`src/rtl/clipped_bitmap_text_renderer_assert.svh`:
```
// Assertion helpers shared by the renderer modules.
// Both expect clk and rst in scope; checks are off while rst is high.
`ifndef CLIPPED_BITMAP_TEXT_RENDERER_ASSERT_SVH
`define CLIPPED_BITMAP_TEXT_RENDERER_ASSERT_SVH

// Same-cycle implication
`define CBTR_ASSERT_IMPL(name, pre, post, msg) \
  name: assert property (@(posedge clk) disable iff (rst) (pre) |-> (post)) else $error(msg);

// Next-cycle implication
`define CBTR_ASSERT_NEXT(name, pre, post, msg) \
  name: assert property (@(posedge clk) disable iff (rst) (pre) |=> (post)) else $error(msg);

`endif

```
`src/rtl/cbtr_pkg.sv`:
```
package cbtr_pkg;

  // Field widths of the channels
  localparam int CHAR_W   = 8;
  localparam int START_W  = 13;
  localparam int ADDR_W   = 13;
  localparam int BYTE_W   = 8;
  localparam int ROW_W    = 14;
  localparam int MASK_W   = 16;
  localparam int KIND_W   = 2;

  // Configuration register widths
  localparam int CLIP_W      = 12;
  localparam int SIZE_W      = 5;
  localparam int STRIDE_W    = 9;
  localparam int CFG_INDEX_W = 3;
  localparam int CFG_DATA_W  = 12;

  // Font bit addressing: bits per byte and the bit-in-byte select
  localparam int BYTE_BITS = 8;
  localparam int BIT_SEL_W = 3;
  localparam int PROD_W    = CHAR_W + STRIDE_W;

  // Character codes with special meaning
  localparam logic [CHAR_W-1:0] CODE_NEWLINE = 8'h0A;
  localparam logic [CHAR_W-1:0] CODE_DOT     = 8'hF4;

  // Request types
  localparam logic REQ_DRAW  = 1'b0;
  localparam logic REQ_WRITE = 1'b1;

  // Result kinds
  localparam logic [KIND_W-1:0] KIND_GLYPH = 2'd0;
  localparam logic [KIND_W-1:0] KIND_UNDER = 2'd1;
  localparam logic [KIND_W-1:0] KIND_DOT   = 2'd2;

  // Configuration register indexes
  localparam logic [CFG_INDEX_W-1:0] CFG_CLIP_LEFT   = 3'd0;
  localparam logic [CFG_INDEX_W-1:0] CFG_CLIP_TOP    = 3'd1;
  localparam logic [CFG_INDEX_W-1:0] CFG_CLIP_RIGHT  = 3'd2;
  localparam logic [CFG_INDEX_W-1:0] CFG_CLIP_BOTTOM = 3'd3;
  localparam logic [CFG_INDEX_W-1:0] CFG_GLYPH_W     = 3'd4;
  localparam logic [CFG_INDEX_W-1:0] CFG_GLYPH_H     = 3'd5;
  localparam logic [CFG_INDEX_W-1:0] CFG_STRIDE      = 3'd6;

  // Configuration reset values
  localparam logic [CLIP_W-1:0]   CLIP_LEFT_RST   = 12'd0;
  localparam logic [CLIP_W-1:0]   CLIP_TOP_RST    = 12'd0;
  localparam logic [CLIP_W-1:0]   CLIP_RIGHT_RST  = 12'd4095;
  localparam logic [CLIP_W-1:0]   CLIP_BOTTOM_RST = 12'd4095;
  localparam logic [SIZE_W-1:0]   GLYPH_W_RST     = 5'd8;
  localparam logic [SIZE_W-1:0]   GLYPH_H_RST     = 5'd8;
  localparam logic [STRIDE_W-1:0] STRIDE_RST      = 9'd64;

  // Sequencer to row packer
  typedef struct packed {
    logic start;  // clear the accumulator, next byte is the first
    logic take;   // pop one glyph row
    logic fill;   // font byte on the read data this cycle
  } pk_ctrl_t;

  // Row packer to sequencer
  typedef struct packed {
    logic row_ready;  // at least one full row buffered
    logic want_byte;  // room for another byte after this cycle
  } pk_stat_t;

endpackage

```
`src/rtl/cbtr_row_packer.sv`:
```
`include "clipped_bitmap_text_renderer_assert.svh"

module cbtr_row_packer #(
  parameter int MAX_GLYPH_WIDTH = 16,
  localparam int WW = $clog2(MAX_GLYPH_WIDTH + 1)
) (
  input  logic                          clk,
  input  logic                          rst,
  input  cbtr_pkg::pk_ctrl_t            ctrl,
  input  logic [cbtr_pkg::BIT_SEL_W-1:0] off,
  input  logic [WW-1:0]                 w,
  input  logic [cbtr_pkg::BYTE_W-1:0]   data,
  output logic [MAX_GLYPH_WIDTH-1:0]    row,
  output cbtr_pkg::pk_stat_t            stat
);

  localparam int ACC_W = MAX_GLYPH_WIDTH + 2 * cbtr_pkg::BYTE_BITS;
  localparam int CW    = $clog2(ACC_W + 1);
  localparam int CW1   = CW + 1;

  logic [ACC_W-1:0]            acc;
  logic [ACC_W-1:0]            acc_take;
  logic [ACC_W-1:0]            acc_next;
  logic [CW-1:0]               cnt;
  logic [CW-1:0]               cnt_take;
  logic [CW-1:0]               cnt_next;
  logic [CW-1:0]               nbits;
  logic [CW1-1:0]              room_need;
  logic [cbtr_pkg::BYTE_W-1:0] data_sh;
  logic                        first;

  // Pop a row, then append the arriving byte above what is left
  always_comb begin
    cnt_take  = ctrl.take ? cnt - CW'(w) : cnt;
    acc_take  = ctrl.take ? acc >> w : acc;
    data_sh   = first ? data >> off : data;
    nbits     = first ? CW'(cbtr_pkg::BYTE_BITS - int'(off)) : CW'(cbtr_pkg::BYTE_BITS);
    acc_next  = ctrl.fill ? (acc_take | (ACC_W'(data_sh) << cnt_take)) : acc_take;
    cnt_next  = ctrl.fill ? cnt_take + nbits : cnt_take;
    room_need = CW1'(cnt_next) + CW1'(cbtr_pkg::BYTE_BITS);
  end

  assign stat.want_byte = room_need <= CW1'(ACC_W);
  assign stat.row_ready = cnt >= CW'(w);
  assign row            = acc[MAX_GLYPH_WIDTH-1:0];

  // Bit count and first-byte flag
  always_ff @(posedge clk) begin
    if (rst) begin
      cnt   <= '0;
      first <= 1'b1;
    end else if (ctrl.start) begin
      cnt   <= '0;
      first <= 1'b1;
    end else begin
      cnt <= cnt_next;
      if (ctrl.fill) begin
        first <= 1'b0;
      end
    end
  end

  // Bit accumulator
  always_ff @(posedge clk) begin
    if (ctrl.start) begin
      acc <= '0;
    end else begin
      acc <= acc_next;
    end
  end

  `CBTR_ASSERT_IMPL(a_cnt_bound, 1'b1, cnt <= CW'(ACC_W), "row packer holds more bits than it has room for")
  `CBTR_ASSERT_IMPL(a_fill_requested, ctrl.fill, $past(stat.want_byte), "font byte arrived without room requested")

endmodule

```
`config.mk`:
```
export PLATFORM = sky130hd
export DESIGN_NAME = cbtr_row_packer
export DESIGN_NICKNAME = d
export VERILOG_FILES = /design/src/rtl/cbtr_pkg.sv /design/src/rtl/cbtr_row_packer.sv
export VERILOG_INCLUDE_DIRS = /design/src /design/src/rtl
export SDC_FILE = /design/constraint.sdc
export NUM_CORES = 1
export LEC_CHECK = 0
export BUFFER_PORTS_ARGS = -buffer_cell sky130_fd_sc_hd__buf_2
export CAP_MARGIN = 20
export CORE_MARGIN = 4
export CORE_UTILIZATION = 53
export CTS_CLUSTER_SIZE = 16
export DETAILED_ROUTE_END_ITERATION = 6
export PLACE_DENSITY_LB_ADDON = 0.2
export SYNTH_ARGS = -nofsm -noshare
export SYNTH_HDL_FRONTEND = slang
export SYNTH_SLANG_ARGS = --single-unit
```
`constraint.sdc`:
```
create_clock -name clk -period 3.2 [get_ports clk]
set_input_delay 0.16 -clock clk [delete_from_list [all_inputs] [get_ports clk]]
set_output_delay 0.16 -clock clk [all_outputs]
set_load 0.02 [all_outputs]
```
# Word-level counts from Yosys, hierarchy flattened
# Index checks and enable logic that the tools add are counted.
# totals
in_bits,21
out_inout_bits,18
wordCells,20
register_bits,39
# op_classes
n_reduce_logical,1
shifts,3
n_mux,6
addsub,4
n_lt_le_gt_ge,2
bitwise_logic,1
# op_table
cell,n
32-bit two-way mux,2
32-bit OR,1
8-bit by 6-bit left shift with 32-bit output,1
32-bit by 5-bit right shift with 32-bit output,1
6-bit two-way mux,3
8-bit two-way mux,1
8-bit by 3-bit right shift with 8-bit output,1
6-bit by 4-bit adder with 7-bit output (second input constant),1
7-bit by 6-bit <= comparator with 1-bit output (second input constant),1
6-bit adder,1
6-bit by 5-bit >= comparator with 1-bit output,1
6-bit by 5-bit subtractor with 6-bit output,1
4-bit by 3-bit subtractor with 5-bit output (first input constant),1
2-bit OR reduction,1

# Logic depth before layout (Yosys ltp)
# logic_depth
ltp_word,6
depth_mapped,15
depth_no_buf,14

# Least setup slack after synthesis
# Ideal clock, no wire load.
# synth_timing
path_kind,register -> output
from,register cnt[0]
to,output port stat[0] (netlist name)
t_arrival_ns,3.157
n_path_buf,2
t_required_ns,3.040
path_stages_with_launch,16
path_slack_ns,-0.117
path_cell_list,dfxtp_1 > inv_1 > ha_1 > inv_1 > fa_1 > mux2_2 > clkbuf_1 > clkbuf_1 > ha_1 > a21o_1 > a21oi_1 > nor2b_1 > o21ai_0 > nor2_1 > xnor2_1 > a31oi_1
# synth_rtl
element,line,text
start: declaration,cbtr_row_packer.sv:24,logic [CW-1:0] cnt;
start signal: assignment,cbtr_row_packer.sv:56,cnt <= cnt_next;
end: declaration,cbtr_row_packer.sv:14,output cbtr_pkg::pk_stat_t stat

==> reports/summary.txt <==
Portion of the clock cycle consumed by the worst path in the final layout = 0.959
Cell area after synthesis = 4720 um^2
Number of enable flip-flop cells after synthesis = 0
Area of the die = 10,500 um^2
First-iteration detailed-routing DRC count = 538
Std cell rows = 34
Worst ir drop on vdd = 0.264 mV
Max Clock Freq = 326 MHz
Transition time of the tightest slew-check pin = 0.611 ns
Gr ovfl total = 0
Number of antenna violations at the first check in global routing = 0
Placed Instances = 697
Launching element type of the critical path = flip-flop
Hold Vio Cnt, Final = 0
Number of vias after detailed routing = 4,879
# DRC = 0
Cell variety after synth = 84
Utilization of the core after routing = 0.588
Synthesis-stage register bit count = 39
Area growth, synth to finish = 8.03%
Net total in the final layout = 632
Mean instance size in the synthesized netlist = 7.99 um^2
Boundary pin count = 39
Placed cell areas = 4860 um^2
Total clock buffers created by CTS = 5
Commonest register cell after synthesis = sky130_fd_sc_hd__dfxtp_1
Arrival time at the worst endpoint = 2.91 ns
Total of warnings raised by yosys = 0
Maximum number of pins on one net before global-route repair = 36
Slowest cell on the critical path = sky130_fd_sc_hd__fa_1
Total routed wirelength = 14,600 um
Fraction of layout instances using a drive strength above 1 = 0.242
Non-filler instance count after layout = 708
CTS tree = done
Critical path endpoint category = output pin
CTS max path bufs = 2
Post-DRT Antenna Nets = 0
Global Route Usage Sum = 0.280
Setup TNS Final = 0 ns
Net count after synthesis = 624
Worst min-delay path category = in2reg
Number of iterations in the first detailed-routing pass = 5
Type of the worst setup path = reg2out
CTS clk-pin slew, worst paths = 0.08 ns
Crit-path max cell delay = 0.40 ns
HPWL after detailed placement = 10,900 um
Result of the run = complete, no violations
Quantity of I/O buffers inserted on ports = 38
Sequential-to-total area share from yosys stat = 0.165
Most common library cell in the layout ignoring fill and taps = sky130_fd_sc_hd__nor2_1
Final Cell Area = 5100 um^2
Clk root buf = sky130_fd_sc_hd__clkbuf_8
Total setup violations reported at the end of the flow = 0
Most used cells in the layout excluding fill and tap cells = sky130_fd_sc_hd__nor2_1, sky130_fd_sc_hd__nand2_1, sky130_fd_sc_hd__a21oi_1
Clock net sink count = 39
RSZ-0062 raised after global routing = true
Max-Cap Viols = 0
H-tree level count = 2
Synth async-reset ratio = 0
Number of instances in the synthesized netlist = 591
Weighted congestion reported at the end of routability-driven placement = 0.986
Number of pins exceeding their max-slew limit in the final report = 0
Initial core utilization = 0.544
Area of the placeable core = 8680 um^2
Height of the die = 102 um
Min Tclk post-route = 3.07 ns
Worst-case headroom to the max-slew limit = 0.593
Final worst clock skew = 0.00358 ns
Worst EP required = 3.04 ns
Hold_ws = 0.0613 ns
Vias in the first global route = 4,632
Leakage power summed over all cells = 1.95 nW
Per-cell routed wire length = 20.6 um
Chip Width = 102 um
Pwr Density = 385 nW/um^2
Clk_lat worst skew = 0.29 ns
List of cells traversed by the critical path = inv_2 > ha_4 > inv_2 > fa_1 > mux2_4 > ha_4 > a21o_1 > a21oi_2 > nor2b_1 > o21ai_1 > nor2_1 > xnor2_1 > a31oi_2 > buf_4
Global-route wire length before repair = 23,400 um
Via-per-instance ratio = 6.89
ANT cells = 0
Crit Path Max Fanout = 3
## worst max-delay path: cells and delay by family, from the launching register on
| kind | cells | cell delay (ns) |
|---|---|---|
| AO/OA/AOI/OAI | 4 | 0.54 |
| adder cells (fa/ha/maj) | 3 | 0.77 |
| flip-flops | 1 | 0.35 |
| XOR/XNOR | 1 | 0.26 |
| AND/OR/NAND/NOR | 2 | 0.14 |
| multiplexers | 1 | 0.31 |
| buffers and inverters | 3 | 0.25 |
## metal layers
metal | vias up | global-route usage | wire (um)
li1 | 2246 | - | -
met1 | 2326 | 0.378 | 6120
met2 | 262 | 0.463 | 6810
met3 | 45 | 0.0403 | 1220
met4 | 0 | 0.0878 | 459
met5 | - | 0 | 0
## cells by family after synthesis
| logic type | synth area share |
|---|---|
| and+or+nand+nor | 0.213 |
| AOI/OAI and AO/OA | 0.269 |
| buffers and inverters | 0.0885 |
| muxes | 0.215 |
| DFF | 0.165 |
| adders and majority gates | 0.0350 |
| xor gates and xnor gates | 0.0130 |
## per-stage QoR
step	power, mW	setup slack [ns]
global placement	1.44	0.321
finish	1.96	0.130
floorplan	1.25	0.0211
detailed placement	1.45	0.223
global route	2.06	-0.0294
CTS	1.90	0.0143
## registers in the layout, indices dropped and copies added, names as in the netlist
signal  flops
acc        32
cnt         6
first       1
## final cells by class
| cell class | instances | area, um^2 |
|---|---|---|
| clock buffer | 6 | 82.6 |
| timing repair buffer | 61 | 395 |
| tap | 108 | 135 |
| sequential | 39 | 783 |
| fill | 813 | 3580 |
| multi-input combinational | 471 | 3590 |
| clock inverter | 2 | 35.0 |
| inverter | 21 | 81.3 |
## cells in the mapped netlist, types with 5 or more instances
cell / n / share of area
sky130_fd_sc_hd__a211oi_1: 8 / 0.013
sky130_fd_sc_hd__a21o_1: 6 / 0.0095
sky130_fd_sc_hd__a21oi_1: 40 / 0.042
sky130_fd_sc_hd__a22oi_1: 8 / 0.013
sky130_fd_sc_hd__a31oi_1: 11 / 0.015
sky130_fd_sc_hd__and3_1: 9 / 0.012
sky130_fd_sc_hd__buf_2: 13 / 0.014
sky130_fd_sc_hd__buf_4: 18 / 0.029
sky130_fd_sc_hd__clkbuf_1: 23 / 0.018
sky130_fd_sc_hd__dfxtp_1: 39 / 0.17
sky130_fd_sc_hd__ha_1: 10 / 0.026
sky130_fd_sc_hd__inv_1: 13 / 0.010
sky130_fd_sc_hd__inv_2: 5 / 0.0040
sky130_fd_sc_hd__mux2_2: 16 / 0.038
sky130_fd_sc_hd__mux2i_1: 21 / 0.045
sky130_fd_sc_hd__mux4_2: 25 / 0.12
sky130_fd_sc_hd__nand2_1: 55 / 0.044
sky130_fd_sc_hd__nand2b_1: 6 / 0.0079
sky130_fd_sc_hd__nand3_1: 20 / 0.021
sky130_fd_sc_hd__nor2_1: 58 / 0.046
sky130_fd_sc_hd__nor2b_1: 11 / 0.015
sky130_fd_sc_hd__nor3_1: 7 / 0.0074
sky130_fd_sc_hd__o211ai_1: 5 / 0.0079
sky130_fd_sc_hd__o21ai_0: 19 / 0.020
sky130_fd_sc_hd__o21ai_1: 7 / 0.0074
sky130_fd_sc_hd__o22ai_1: 21 / 0.028
sky130_fd_sc_hd__o31ai_1: 7 / 0.011
sky130_fd_sc_hd__xnor2_1: 5 / 0.0093
## timing repair
| item | CTS | global route |
|---|---|---|
| gates cloned | 0 | 1 |
| setup endpoints to repair | 1 | 1 |
| setup buffers | 0 | 2 |
| gates resized for setup | 8 | 14 |
| hold buffers | 0 | 0 |
| pin swaps | 0 | 7 |
## where the power goes
group / total (mW) / leakage [nW] / switching [mW] / internal (mW)
combinational: 0.948 / 1.57 / 0.560 / 0.388
clock: 0.448 / 0.0612 / 0.195 / 0.253
sequential: 0.569 / 0.319 / 0.0470 / 0.522
total: 1.96 / 1.95 / 0.802 / 1.16
## path summary, 6_finish.rpt
kind                              start      end  slack (ns)  depth (start not counted)
worst max-delay path             cnt[0]  stat[0]        0.13                         14
worst min register to register  acc[31]  acc[31]        0.59                          2
worst max register to register   cnt[0]   cnt[5]        0.51                         13
worst min-delay path                rst   cnt[3]        0.06                          2
Power figures use the tool's default switching activity.
